## src/kst_pkg.sv

```systemverilog
// ----------------------------------------------------------------------------
// kst_pkg
// Shared types and codes for the kinetic scroll tracker: event codes, timer
// requests, register indexes and the one-hot tracker mode.
// ----------------------------------------------------------------------------
package kst_pkg;

  // Field widths
  localparam int unsigned CmdW   = 3;
  localparam int unsigned PosW   = 14;
  localparam int unsigned TimeW  = 16;
  localparam int unsigned DeltaW = 16;
  localparam int unsigned TimerW = 2;
  localparam int unsigned ModeW  = 3;
  localparam int unsigned CfgIdxW  = 3;
  localparam int unsigned CfgDataW = 10;

  typedef logic [CmdW-1:0]            cmd_t;
  typedef logic signed [PosW-1:0]     pos_t;
  typedef logic [TimeW-1:0]           stamp_t;
  typedef logic signed [DeltaW-1:0]   delta_t;
  typedef logic [TimerW-1:0]          timer_t;
  typedef logic [ModeW-1:0]           mode_code_t;
  typedef logic [CfgIdxW-1:0]         cfg_idx_t;
  typedef logic [CfgDataW-1:0]        cfg_data_t;

  // Event codes
  localparam cmd_t CMD_PRESS   = 3'd0;
  localparam cmd_t CMD_RELEASE = 3'd1;
  localparam cmd_t CMD_MOVE    = 3'd2;
  localparam cmd_t CMD_TICK    = 3'd3;
  localparam cmd_t CMD_STOP    = 3'd4;

  // Timer requests
  localparam timer_t TIMER_NONE  = 2'd0;
  localparam timer_t TIMER_START = 2'd1;
  localparam timer_t TIMER_STOP  = 2'd2;

  // Reported mode codes
  localparam mode_code_t MCODE_STEADY  = 3'd0;
  localparam mode_code_t MCODE_PRESSED = 3'd1;
  localparam mode_code_t MCODE_MANUAL  = 3'd2;
  localparam mode_code_t MCODE_AUTO    = 3'd3;
  localparam mode_code_t MCODE_STOP    = 3'd4;

  // Register indexes
  localparam cfg_idx_t REG_THRESHOLD     = 3'd0;
  localparam cfg_idx_t REG_TICK_INTERVAL = 3'd1;
  localparam cfg_idx_t REG_SAMPLE_PERIOD = 3'd2;
  localparam cfg_idx_t REG_SPEED_LIMIT   = 3'd3;
  localparam cfg_idx_t REG_DECEL_STEP    = 3'd4;

  // Register reset values
  localparam logic [7:0] THRESHOLD_RST     = 8'd10;
  localparam logic [9:0] TICK_INTERVAL_RST = 10'd20;
  localparam logic [9:0] SAMPLE_PERIOD_RST = 10'd100;
  localparam logic [9:0] SPEED_LIMIT_RST   = 10'd64;
  localparam logic [7:0] DECEL_STEP_RST    = 8'd1;

  // Tracker mode, one-hot
  typedef enum logic [4:0] {
    MODE_STEADY  = 5'b00001,
    MODE_PRESSED = 5'b00010,
    MODE_MANUAL  = 5'b00100,
    MODE_AUTO    = 5'b01000,
    MODE_STOP    = 5'b10000
  } mode_t;

endpackage

```

## src/kst_if.sv

```systemverilog
// ----------------------------------------------------------------------------
// kst_if
// Valid/ready channels of the kinetic scroll tracker: the event channel and
// the result channel.
// ----------------------------------------------------------------------------

// Pointer event channel.
interface kst_in_if;
  import kst_pkg::*;

  logic   valid;
  logic   ready;
  cmd_t   cmd;
  pos_t   pos_x;
  pos_t   pos_y;
  logic   left_button;
  stamp_t now_ms;

  modport source (output valid, cmd, pos_x, pos_y, left_button, now_ms, input ready);
  modport sink   (input valid, cmd, pos_x, pos_y, left_button, now_ms, output ready);
endinterface

// Scroll result channel.
interface kst_out_if;
  import kst_pkg::*;

  logic       valid;
  logic       ready;
  logic       delta_valid;
  delta_t     delta_x;
  delta_t     delta_y;
  timer_t     timer_action;
  logic       scrolling;
  mode_code_t mode_out;

  modport source (output valid, delta_valid, delta_x, delta_y, timer_action, scrolling,
                  mode_out, input ready);
  modport sink   (input valid, delta_valid, delta_x, delta_y, timer_action, scrolling,
                  mode_out, output ready);
endinterface

```

## src/kinetic_scroll_tracker_unit.sv

```systemverilog
// ----------------------------------------------------------------------------
// kinetic_scroll_tracker_unit
// Kinetic (flick) scrolling tracker: turns pointer events into scroll deltas,
// autoscroll speeds and timer requests.
// ----------------------------------------------------------------------------
// Usage:
//   in_ch carries one pointer event per transfer (press, release, move,
//   autoscroll tick or forced stop) with position, left-button flag and a
//   millisecond timestamp. out_ch returns exactly one result per event: the
//   delta, a timer start/stop request, the scrolling flag and the new mode.
//   The cfg_* port writes the five tuning registers; write them only while
//   no event is in flight.
// Timing:
//   An event is captured in an input register, processed by combinational
//   logic and lands in the result register once that register is free. One
//   event is taken every cycle while out_ch.ready is high; the tracker state
//   is updated in the same cycle the result is loaded, so back-to-back
//   events see each other's effect.
// Reset:
//   rst_n (synchronous, active low) empties both registers, puts the tracker
//   in steady mode with zero anchor, speed and sample stamp, and loads the
//   register defaults.
// Stall:
//   While out_ch.ready is low the result holds; one more event is taken into
//   the input register, after which in_ch.ready drops until the result moves.
// ----------------------------------------------------------------------------
module kinetic_scroll_tracker_unit (
  input  logic               clk,
  input  logic               rst_n,
  kst_in_if.sink             in_ch,
  kst_out_if.source          out_ch,
  input  logic               cfg_we,
  input  kst_pkg::cfg_idx_t  cfg_idx,
  input  kst_pkg::cfg_data_t cfg_wdata
);
  import kst_pkg::*;

  // Configuration registers
  logic [7:0] threshold_r;
  logic [9:0] tick_interval_r;
  logic [9:0] sample_period_r;
  logic [9:0] speed_limit_r;
  logic [7:0] decel_step_r;

  // Input stage
  logic   in_vld_r;
  cmd_t   cmd_r;
  pos_t   pos_x_r, pos_y_r;
  logic   left_r;
  stamp_t now_r;

  // Tracker state
  mode_t               mode_r, mode_nxt;
  pos_t                anchor_x_r, anchor_x_nxt, anchor_y_r, anchor_y_nxt;
  logic signed [14:0]  sampled_dx_r, sampled_dx_nxt, sampled_dy_r, sampled_dy_nxt;
  delta_t              speed_x_r, speed_x_nxt, speed_y_r, speed_y_nxt;
  stamp_t              stamp_r, stamp_nxt;

  // Result stage
  logic       out_vld_r;
  logic       dv_r, dv_nxt;
  delta_t     ox_r, ox_nxt, oy_r, oy_nxt;
  timer_t     timer_r, timer_nxt;
  logic       scroll_r;
  mode_code_t mcode_r, mcode_nxt;

  // Datapath intermediates
  logic               advance;
  logic               fire;
  logic signed [14:0] dx, dy;
  logic signed [15:0] dx_w, dy_w, th_w;
  logic               over_th;
  stamp_t             elapsed;
  logic               do_sample;
  delta_t             rs_speed_x, rs_speed_y;
  delta_t             rel_speed_x, rel_speed_y;
  delta_t             tick_x, tick_y;

  // Clamp to +-lim, then step the magnitude toward zero by dec.
  function automatic delta_t slow_down(input delta_t v, input logic [9:0] lim,
                                       input logic [7:0] dec);
    logic signed [16:0] v_w, lim_w, c, t, r;
    v_w   = 17'(v);
    lim_w = $signed({7'd0, lim});
    if (v_w > lim_w) begin
      c = lim_w;
    end else if (v_w < -lim_w) begin
      c = -lim_w;
    end else begin
      c = v_w;
    end
    if (c > 17'sd0) begin
      t = c - $signed({9'd0, dec});
      r = (t > 17'sd0) ? t : 17'sd0;
    end else if (c < 17'sd0) begin
      t = c + $signed({9'd0, dec});
      r = (t < 17'sd0) ? t : 17'sd0;
    end else begin
      r = 17'sd0;
    end
    return r[15:0];
  endfunction

  // Map the one-hot mode to its reported code.
  function automatic mode_code_t mode_code(input mode_t m);
    mode_code_t code;
    unique case (m)
      MODE_STEADY:  code = MCODE_STEADY;
      MODE_PRESSED: code = MCODE_PRESSED;
      MODE_MANUAL:  code = MCODE_MANUAL;
      MODE_AUTO:    code = MCODE_AUTO;
      MODE_STOP:    code = MCODE_STOP;
      default:      code = MCODE_STEADY;
    endcase
    return code;
  endfunction

  // Handshake: the input register moves on when the result register is free.
  assign advance     = !out_vld_r || out_ch.ready;
  assign fire        = in_vld_r && advance;
  assign in_ch.ready = !in_vld_r || advance;

  // Configuration writes.
  always_ff @(posedge clk) begin
    if (!rst_n) begin
      threshold_r     <= THRESHOLD_RST;
      tick_interval_r <= TICK_INTERVAL_RST;
      sample_period_r <= SAMPLE_PERIOD_RST;
      speed_limit_r   <= SPEED_LIMIT_RST;
      decel_step_r    <= DECEL_STEP_RST;
    end else if (cfg_we) begin
      unique case (cfg_idx)
        REG_THRESHOLD:     threshold_r     <= cfg_wdata[7:0];
        REG_TICK_INTERVAL: tick_interval_r <= cfg_wdata;
        REG_SAMPLE_PERIOD: sample_period_r <= cfg_wdata;
        REG_SPEED_LIMIT:   speed_limit_r   <= cfg_wdata;
        REG_DECEL_STEP:    decel_step_r    <= cfg_wdata[7:0];
        default: ;
      endcase
    end
  end

  // Input register.
  always_ff @(posedge clk) begin
    if (!rst_n) begin
      in_vld_r <= 1'b0;
    end else if (in_ch.ready) begin
      in_vld_r <= in_ch.valid;
    end
  end

  always_ff @(posedge clk) begin
    if (in_ch.valid && in_ch.ready) begin
      cmd_r   <= in_ch.cmd;
      pos_x_r <= in_ch.pos_x;
      pos_y_r <= in_ch.pos_y;
      left_r  <= in_ch.left_button;
      now_r   <= in_ch.now_ms;
    end
  end

  // Offsets from the anchor and the drag threshold test.
  assign dx      = 15'(pos_x_r) - 15'(anchor_x_r);
  assign dy      = 15'(pos_y_r) - 15'(anchor_y_r);
  assign dx_w    = 16'(dx);
  assign dy_w    = 16'(dy);
  assign th_w    = $signed({8'd0, threshold_r});
  assign over_th = (dx_w > th_w) || (dx_w < -th_w) || (dy_w > th_w) || (dy_w < -th_w);

  // Speed resampling: elapsed time wraps at 16 bits.
  assign elapsed     = now_r - stamp_r;
  assign do_sample   = elapsed > {6'd0, sample_period_r};
  assign rs_speed_x  = 16'(dx) - 16'(sampled_dx_r);
  assign rs_speed_y  = 16'(dy) - 16'(sampled_dy_r);
  assign rel_speed_x = do_sample ? rs_speed_x : speed_x_r;
  assign rel_speed_y = do_sample ? rs_speed_y : speed_y_r;

  // Autoscroll tick speeds.
  assign tick_x = slow_down(speed_x_r, speed_limit_r, decel_step_r);
  assign tick_y = slow_down(speed_y_r, speed_limit_r, decel_step_r);

  // Event processing: next tracker state and the result.
  always_comb begin
    mode_nxt       = mode_r;
    anchor_x_nxt   = anchor_x_r;
    anchor_y_nxt   = anchor_y_r;
    sampled_dx_nxt = sampled_dx_r;
    sampled_dy_nxt = sampled_dy_r;
    speed_x_nxt    = speed_x_r;
    speed_y_nxt    = speed_y_r;
    stamp_nxt      = stamp_r;
    dv_nxt         = 1'b0;
    ox_nxt         = '0;
    oy_nxt         = '0;
    timer_nxt      = TIMER_NONE;

    unique case (cmd_r)
      CMD_PRESS: begin
        if (left_r) begin
          if (mode_r == MODE_STEADY) begin
            mode_nxt     = MODE_PRESSED;
            anchor_x_nxt = pos_x_r;
            anchor_y_nxt = pos_y_r;
          end else if (mode_r == MODE_AUTO) begin
            // A press during autoscroll catches the content.
            mode_nxt     = MODE_STOP;
            speed_x_nxt  = '0;
            speed_y_nxt  = '0;
            anchor_x_nxt = pos_x_r;
            anchor_y_nxt = pos_y_r;
            timer_nxt    = TIMER_STOP;
          end
        end
      end
      CMD_RELEASE: begin
        if (left_r) begin
          if (mode_r == MODE_PRESSED || mode_r == MODE_STOP) begin
            mode_nxt = MODE_STEADY;
          end else if (mode_r == MODE_MANUAL) begin
            dv_nxt       = 1'b1;
            ox_nxt       = 16'(dx);
            oy_nxt       = 16'(dy);
            anchor_x_nxt = pos_x_r;
            anchor_y_nxt = pos_y_r;
            if (do_sample) begin
              stamp_nxt      = now_r;
              sampled_dx_nxt = dx;
              sampled_dy_nxt = dy;
            end
            speed_x_nxt = rel_speed_x;
            speed_y_nxt = rel_speed_y;
            // A flick with any speed left starts autoscroll.
            if (rel_speed_x == '0 && rel_speed_y == '0) begin
              mode_nxt = MODE_STEADY;
            end else begin
              mode_nxt  = MODE_AUTO;
              timer_nxt = TIMER_START;
            end
          end
        end
      end
      CMD_MOVE: begin
        if (left_r) begin
          if (mode_r == MODE_PRESSED || mode_r == MODE_STOP) begin
            if (over_th) begin
              stamp_nxt      = now_r;
              mode_nxt       = MODE_MANUAL;
              sampled_dx_nxt = '0;
              sampled_dy_nxt = '0;
              anchor_x_nxt   = pos_x_r;
              anchor_y_nxt   = pos_y_r;
              dv_nxt         = 1'b1;
              ox_nxt         = 16'(dx);
              oy_nxt         = 16'(dy);
            end
          end else if (mode_r == MODE_MANUAL) begin
            dv_nxt       = 1'b1;
            ox_nxt       = 16'(dx);
            oy_nxt       = 16'(dy);
            anchor_x_nxt = pos_x_r;
            anchor_y_nxt = pos_y_r;
            if (do_sample) begin
              stamp_nxt      = now_r;
              speed_x_nxt    = rs_speed_x;
              speed_y_nxt    = rs_speed_y;
              sampled_dx_nxt = dx;
              sampled_dy_nxt = dy;
            end
          end
        end
      end
      CMD_TICK: begin
        if (mode_r == MODE_AUTO) begin
          speed_x_nxt = tick_x;
          speed_y_nxt = tick_y;
          dv_nxt      = 1'b1;
          ox_nxt      = tick_x;
          oy_nxt      = tick_y;
          if (tick_x == '0 && tick_y == '0) begin
            mode_nxt  = MODE_STEADY;
            timer_nxt = TIMER_STOP;
          end
        end else begin
          timer_nxt = TIMER_STOP;
        end
      end
      CMD_STOP: begin
        mode_nxt    = MODE_STEADY;
        speed_x_nxt = '0;
        speed_y_nxt = '0;
        timer_nxt   = TIMER_STOP;
      end
      default: ;
    endcase

    mcode_nxt = mode_code(mode_nxt);
  end

  // Tracker state update, once per processed event.
  always_ff @(posedge clk) begin
    if (!rst_n) begin
      mode_r       <= MODE_STEADY;
      anchor_x_r   <= '0;
      anchor_y_r   <= '0;
      sampled_dx_r <= '0;
      sampled_dy_r <= '0;
      speed_x_r    <= '0;
      speed_y_r    <= '0;
      stamp_r      <= '0;
    end else if (fire) begin
      mode_r       <= mode_nxt;
      anchor_x_r   <= anchor_x_nxt;
      anchor_y_r   <= anchor_y_nxt;
      sampled_dx_r <= sampled_dx_nxt;
      sampled_dy_r <= sampled_dy_nxt;
      speed_x_r    <= speed_x_nxt;
      speed_y_r    <= speed_y_nxt;
      stamp_r      <= stamp_nxt;
    end
  end

  // Result register.
  always_ff @(posedge clk) begin
    if (!rst_n) begin
      out_vld_r <= 1'b0;
    end else if (advance) begin
      out_vld_r <= in_vld_r;
    end
  end

  always_ff @(posedge clk) begin
    if (fire) begin
      dv_r     <= dv_nxt;
      ox_r     <= ox_nxt;
      oy_r     <= oy_nxt;
      timer_r  <= timer_nxt;
      scroll_r <= (mode_nxt == MODE_MANUAL) || (mode_nxt == MODE_AUTO);
      mcode_r  <= mcode_nxt;
    end
  end

  assign out_ch.valid        = out_vld_r;
  assign out_ch.delta_valid  = dv_r;
  assign out_ch.delta_x      = ox_r;
  assign out_ch.delta_y      = oy_r;
  assign out_ch.timer_action = timer_r;
  assign out_ch.scrolling    = scroll_r;
  assign out_ch.mode_out     = mcode_r;

  // The tick period is taken by the external timer on a start request; it is
  // held here so the setting travels with the tracker configuration.
  logic tick_interval_unused;
  assign tick_interval_unused = ^tick_interval_r;

  // ---------------------------------------------------------------------------
  // Assertions
  // ---------------------------------------------------------------------------

  // A processed event always lands in the result register.
  a_fire_lands: assert property (@(posedge clk) disable iff (!rst_n)
    fire |=> out_vld_r)
    else $error("processed event did not reach the result register");

  // The scrolling flag agrees with the reported mode.
  a_scroll_mode: assert property (@(posedge clk) disable iff (!rst_n)
    out_vld_r |-> (scroll_r == ((mcode_r == MCODE_MANUAL) || (mcode_r == MCODE_AUTO))))
    else $error("scrolling flag disagrees with mode");

  // No delta is reported as nonzero without delta_valid.
  a_delta_zero: assert property (@(posedge clk) disable iff (!rst_n)
    (out_vld_r && !dv_r) |-> (ox_r == '0 && oy_r == '0))
    else $error("nonzero delta without delta_valid");

  // A timer start only comes with entry into autoscroll on a release delta.
  a_start_auto: assert property (@(posedge clk) disable iff (!rst_n)
    (out_vld_r && timer_r == TIMER_START) |-> (mcode_r == MCODE_AUTO && dv_r))
    else $error("timer start without autoscroll");

  // Autoscroll always holds a nonzero speed.
  a_auto_speed: assert property (@(posedge clk) disable iff (!rst_n)
    (mode_r == MODE_AUTO) |-> (speed_x_r != '0 || speed_y_r != '0))
    else $error("autoscroll with zero speed");

endmodule
```

## src/flat_wrapper.sv

```systemverilog
// flat-port wrapper written by rule: the top's interface ports become plain ports
module kinetic_scroll_tracker_unit_flat import kst_pkg::*;
  (clk, rst_n, cfg_we, cfg_idx, cfg_wdata, in_ch_valid, in_ch_cmd, in_ch_pos_x, in_ch_pos_y, in_ch_left_button, in_ch_now_ms, in_ch_ready, out_ch_valid, out_ch_delta_valid, out_ch_delta_x, out_ch_delta_y, out_ch_timer_action, out_ch_scrolling, out_ch_mode_out, out_ch_ready);
  kst_in_if in_ch_i ();
  kst_out_if out_ch_i ();
  input  logic clk;
  input  logic rst_n;
  input  logic cfg_we;
  input  kst_pkg::cfg_idx_t cfg_idx;
  input  kst_pkg::cfg_data_t cfg_wdata;
  input wire logic [$bits(in_ch_i.valid)-1:0] in_ch_valid;
  input wire logic [$bits(in_ch_i.cmd)-1:0] in_ch_cmd;
  input wire logic [$bits(in_ch_i.pos_x)-1:0] in_ch_pos_x;
  input wire logic [$bits(in_ch_i.pos_y)-1:0] in_ch_pos_y;
  input wire logic [$bits(in_ch_i.left_button)-1:0] in_ch_left_button;
  input wire logic [$bits(in_ch_i.now_ms)-1:0] in_ch_now_ms;
  output wire logic [$bits(in_ch_i.ready)-1:0] in_ch_ready;
  output wire logic [$bits(out_ch_i.valid)-1:0] out_ch_valid;
  output wire logic [$bits(out_ch_i.delta_valid)-1:0] out_ch_delta_valid;
  output wire logic [$bits(out_ch_i.delta_x)-1:0] out_ch_delta_x;
  output wire logic [$bits(out_ch_i.delta_y)-1:0] out_ch_delta_y;
  output wire logic [$bits(out_ch_i.timer_action)-1:0] out_ch_timer_action;
  output wire logic [$bits(out_ch_i.scrolling)-1:0] out_ch_scrolling;
  output wire logic [$bits(out_ch_i.mode_out)-1:0] out_ch_mode_out;
  input wire logic [$bits(out_ch_i.ready)-1:0] out_ch_ready;
  assign in_ch_i.valid = in_ch_valid;
  assign in_ch_i.cmd = in_ch_cmd;
  assign in_ch_i.pos_x = in_ch_pos_x;
  assign in_ch_i.pos_y = in_ch_pos_y;
  assign in_ch_i.left_button = in_ch_left_button;
  assign in_ch_i.now_ms = in_ch_now_ms;
  assign in_ch_ready = in_ch_i.ready;
  assign out_ch_valid = out_ch_i.valid;
  assign out_ch_delta_valid = out_ch_i.delta_valid;
  assign out_ch_delta_x = out_ch_i.delta_x;
  assign out_ch_delta_y = out_ch_i.delta_y;
  assign out_ch_timer_action = out_ch_i.timer_action;
  assign out_ch_scrolling = out_ch_i.scrolling;
  assign out_ch_mode_out = out_ch_i.mode_out;
  assign out_ch_i.ready = out_ch_ready;
  kinetic_scroll_tracker_unit u_core (.clk(clk), .rst_n(rst_n), .in_ch(in_ch_i), .out_ch(out_ch_i), .cfg_we(cfg_we), .cfg_idx(cfg_idx), .cfg_wdata(cfg_wdata));
endmodule
```

## config.mk

```make
export PLATFORM = sky130hd
export DESIGN_NAME = kinetic_scroll_tracker_unit_flat
export DESIGN_NICKNAME = d
export VERILOG_FILES = /design/src/kst_pkg.sv /design/src/kst_if.sv /design/src/kinetic_scroll_tracker_unit.sv /design/src/flat_wrapper.sv
export SDC_FILE = /design/constraint.sdc
export NUM_CORES = 1
export LEC_CHECK = 0
export ABC_AREA = 1
export BUFFER_PORTS_ARGS = -buffer_cell sky130_fd_sc_hd__buf_2
export CORE_ASPECT_RATIO = 1.25
export CORE_MARGIN = 2
export CORE_UTILIZATION = 60
export DETAILED_ROUTE_END_ITERATION = 8
export PLACE_DENSITY = 0.87
export SLEW_MARGIN = 5
export SYNTH_ARGS = -nofsm -noshare
export SYNTH_HDL_FRONTEND = slang
export SYNTH_SLANG_ARGS = --single-unit
```

## constraint.sdc

```tcl
create_clock -name clk -period 8.41 [get_ports clk]
set_input_delay 0.4205 -clock clk [delete_from_list [all_inputs] [get_ports clk]]
set_output_delay 0.4205 -clock clk [all_outputs]
set_load 0.02 [all_outputs]
```

==> reports/results.md <==
- number of global-route vias before repair: 19,400
- number of antenna-violating nets in the routed design: 0
- io pins: 107
- Max Slew Vio Count: 0
- status: finished, final reports clean
- routability-driven placement congestion ratio: 1.00
- worst setup path class: reg2reg
- worst setup slack after layout: 0.586 ns
- flip-flop and latch count after synthesis: 235
- ANT cells: 0
- number of vias per cell after detailed routing: 6.08
- total of fill cells in the finished design: 2,794
- post-route fraction of the period consumed by the critical path: 93.0%
- Final Hold Vio Count: 0
- drt first pass iters: 6
- highest-delay cell along the critical path: nor4_1
- critical path's largest stage delay: 0.61 ns
- number of max-cap violations: 0
- sw power: 0.00217 W
- number of vias in the routed layout: 20,200
- number of H-tree branching levels: 1
- initial antenna violation count: 0
- post-synthesis instance total: 2,835
- number of buffers inserted by post-CTS setup repair: 0
- share of power burned in combinational logic: 48.5%
- CP startpoint kind: flip-flop
- share of total power in the clock network: 25.5%
- Mapped Avg Cell Area: 7.01 µm²
- minimum clock period: 7.82 ns
- number of design rule violations left after detail routing: 0
- maximum net fanout on the critical path: 14
- Starting DRT DRC Count: 2,099
- peak supply drop: 0.000223 V
- hold path depth: 1
- Cell Rows: 74
- Worst Hold Class: in2reg
- Setup-failing EPs final: 0
- die boundary width: 167 µm
- worst slew pin tran: 1.17 ns
- switching portion of total power: 44.8%
- biggest area consumer among synthesized cells: dfxtp_1
- total negative setup slack: 0 ns
- root cell of the clock tree: clkbuf_16
- die area: 34,600 µm²
- Total Routing Usage GR: 36.4%
- Port Buffer Count: 106
- Synth async-reset ratio: 0%
- Post-CTS Resized: 0
- Cell variety after synth: 55
- Finished Core Util: 66.1%
- ranking of synthesized cells by area: dfxtp_1 (15%), ha_1 (14%), edfxtp_1 (13%), nand2_1 (11%), inv_1 (7.3%)
- Stages on worst setup path: 49
- most used flip-flop cell after synthesis: dfxtp_1
- Worst Setup End Kind: flip-flop
- CTS tree: done
- floorplan core area: 32,700 µm²
- area share of the largest cell type after synthesis: 15.0%
- number of synthesized flops with an enable pin: 86
- LEAKAGE: 10.1 nW
- final net count: 3,183
- unrepaired setup endpoints after global routing: no
- maximum clock frequency: 128 MHz
- number of buffers created by CTS: 25
- crit path DAT: 8.15 ns
- maximum number of pins on one net before global-route repair: 68
- family with the most delay on the worst path: simple AND/OR/NAND/NOR gates
- total grt overflow: 0
- yosys warns: 0
- mean routed wirelength per cell: 19.7 µm
- overall die height: 208 µm
- pwr dens: 224 nW/µm²
- part of the power in registers: 25.9%
- post-detailed-routing wire length: 65,400 µm
- starting utilization of the core area: 60.8%
- # hold bufs at CTS: 0
- Critical Path RT: 8.73 ns
- CTS sink cnt: 235
- clock skew: 0.0324 ns
- netlist area before placement: 19,900 µm²
- cell with the most instances after synthesis: nand2_1
- post-DP HPWL: 50,100 µm
- commonest cells in the synthesized netlist: nand2_1 (597), inv_1 (387), a21oi_1 (223)
- share of post-route cells with drive strength above 1: 8.36%
- area grow syn2layout: 8.71%
- Skew-Pair Late Insertion Delay: 0.57 ns
- buffer and inverter count on the worst path: 5
- Synth Net Count: 3,130
- global-route wire length before repair: 101,000 µm
- most used cell, CP: nand2_1
- Worst R2R Path Depth: 49
- Max-Slew Margin vs Limit: 21.9%
- clock-pin slew on the worst setup and hold paths: 0.06 ns
- Post-Place Worst Slack: 0.874 ns
- sequential element share of the synthesized area: 28.0%
- internal power: 0.00268 W
- buffer levels on the longest clock path: 3
-- per-stage QoR --
| step | power (W) | instance area (µm²) | hold slack [ns] | cells |
|---|---|---|---|---|
| 5_1_grt | 0.00512 | 21600 | 0.0139 | 3325 |
| 6_report | 0.00485 | 21600 | 0.0289 | 3325 |
| 4_1_cts | 0.00478 | 21600 | 0.0109 | 3324 |
| 2_1_floorplan | 0.00287 | 19900 | 0.433 | 2835 |
| 3_3_place_gp | 0.00350 | 20700 | 0.448 | 3278 |
| 3_5_place_dp | 0.00353 | 20700 | 0.456 | 3278 |
-- flip-flops by register name (all words and copies together), names as in the netlist, 10 cells and up --
register and flops:
u_core.pos_y_r 14, u_core.speed_limit_r 10, u_core.out_ch.delta_x 16, u_core.anchor_y_r 14, u_core.speed_x_r 16, u_core.sampled_dx_r 15, u_core.sample_period_r 10, u_core.out_ch.delta_y 16
u_core.now_r 16, u_core.speed_y_r 16, u_core.anchor_x_r 14, u_core.pos_x_r 14, u_core.stamp_r 16, u_core.sampled_dy_r 15
-- power groups by stage --
| stage | sequential, W | combinational [W] | clock, W |
|---|---|---|---|
| CTS | 0.00125 | 0.00228 | 0.00125 |
| global placement | 0.00128 | 0.00222 | 0 |
| detailed placement | 0.00128 | 0.00226 | 0 |
| global route | 0.00126 | 0.00257 | 0.00129 |
| floorplan | 0.00127 | 0.00160 | 0 |
| finish | 0.00126 | 0.00235 | 0.00124 |
-- worst paths after layout --
check / startpoint / endpoint / slack, ns
setup reg to reg: u_core.speed_limit_r[1] / u_core.out_ch.mode_out[0] / 0.59
hold reg to reg: u_core.anchor_y_r[0] / u_core.anchor_y_r[0] / 0.47
hold / removal: in_ch_now_ms[1] / u_core.now_r[1] / 0.03
setup / recovery: u_core.speed_limit_r[1] / u_core.out_ch.mode_out[0] / 0.59
-- cells in the final DEF (no fill, tap or decap), types with 106 or more instances in the layout --
master,synthesis,final
a21oi_1,223,221
nor2_1,216,215
o21ai_0,168,168
nand2_1,597,596
nand3_1,173,173
dfxtp_1,149,149
buf_2,17,106
ha_1,220,220
inv_1,387,385
-- per-layer routing --
metal,GRT usage [%],vias up,share of wire (%)
met1,42.6,9214,38
li1,-,9684,-
met2,61.9,1054,47
met5,0,-,0
met4,24.2,0,7.6
met3,5.07,255,7.7
-- cells by family after synthesis --
kind of cell | Yosys count | share of synthesized area (%)
compound gates | 640 | 18.7
flops | 235 | 28.0
xor+xnor | 89 | 3.92
fa+ha+maj | 229 | 14.8
buf+inv | 496 | 9.66
simple gates | 1146 | 25.0
-- area by class of cell --
class	count	area, µm²	area share (%)
clock inverter	13	183	0.845
tap	418	523	2.42
sequential	235	5570	25.8
clock buffer	33	739	3.42
timing repair buffer	124	678	3.14
multi-input combinational	2104	12400	57.5
inverter	398	1490	6.91
-- worst register-to-register path: cells and delay by family (launching register included) --
kind / cells / cell delay [ns]
fa+ha+maj: 4 / 1.22
compound gates: 3 / 0.85
simple gates: 37 / 4.66
flops: 1 / 0.31
buf+inv: 5 / 0.54
No activity file was read; power rests on OpenSTA's default activity.
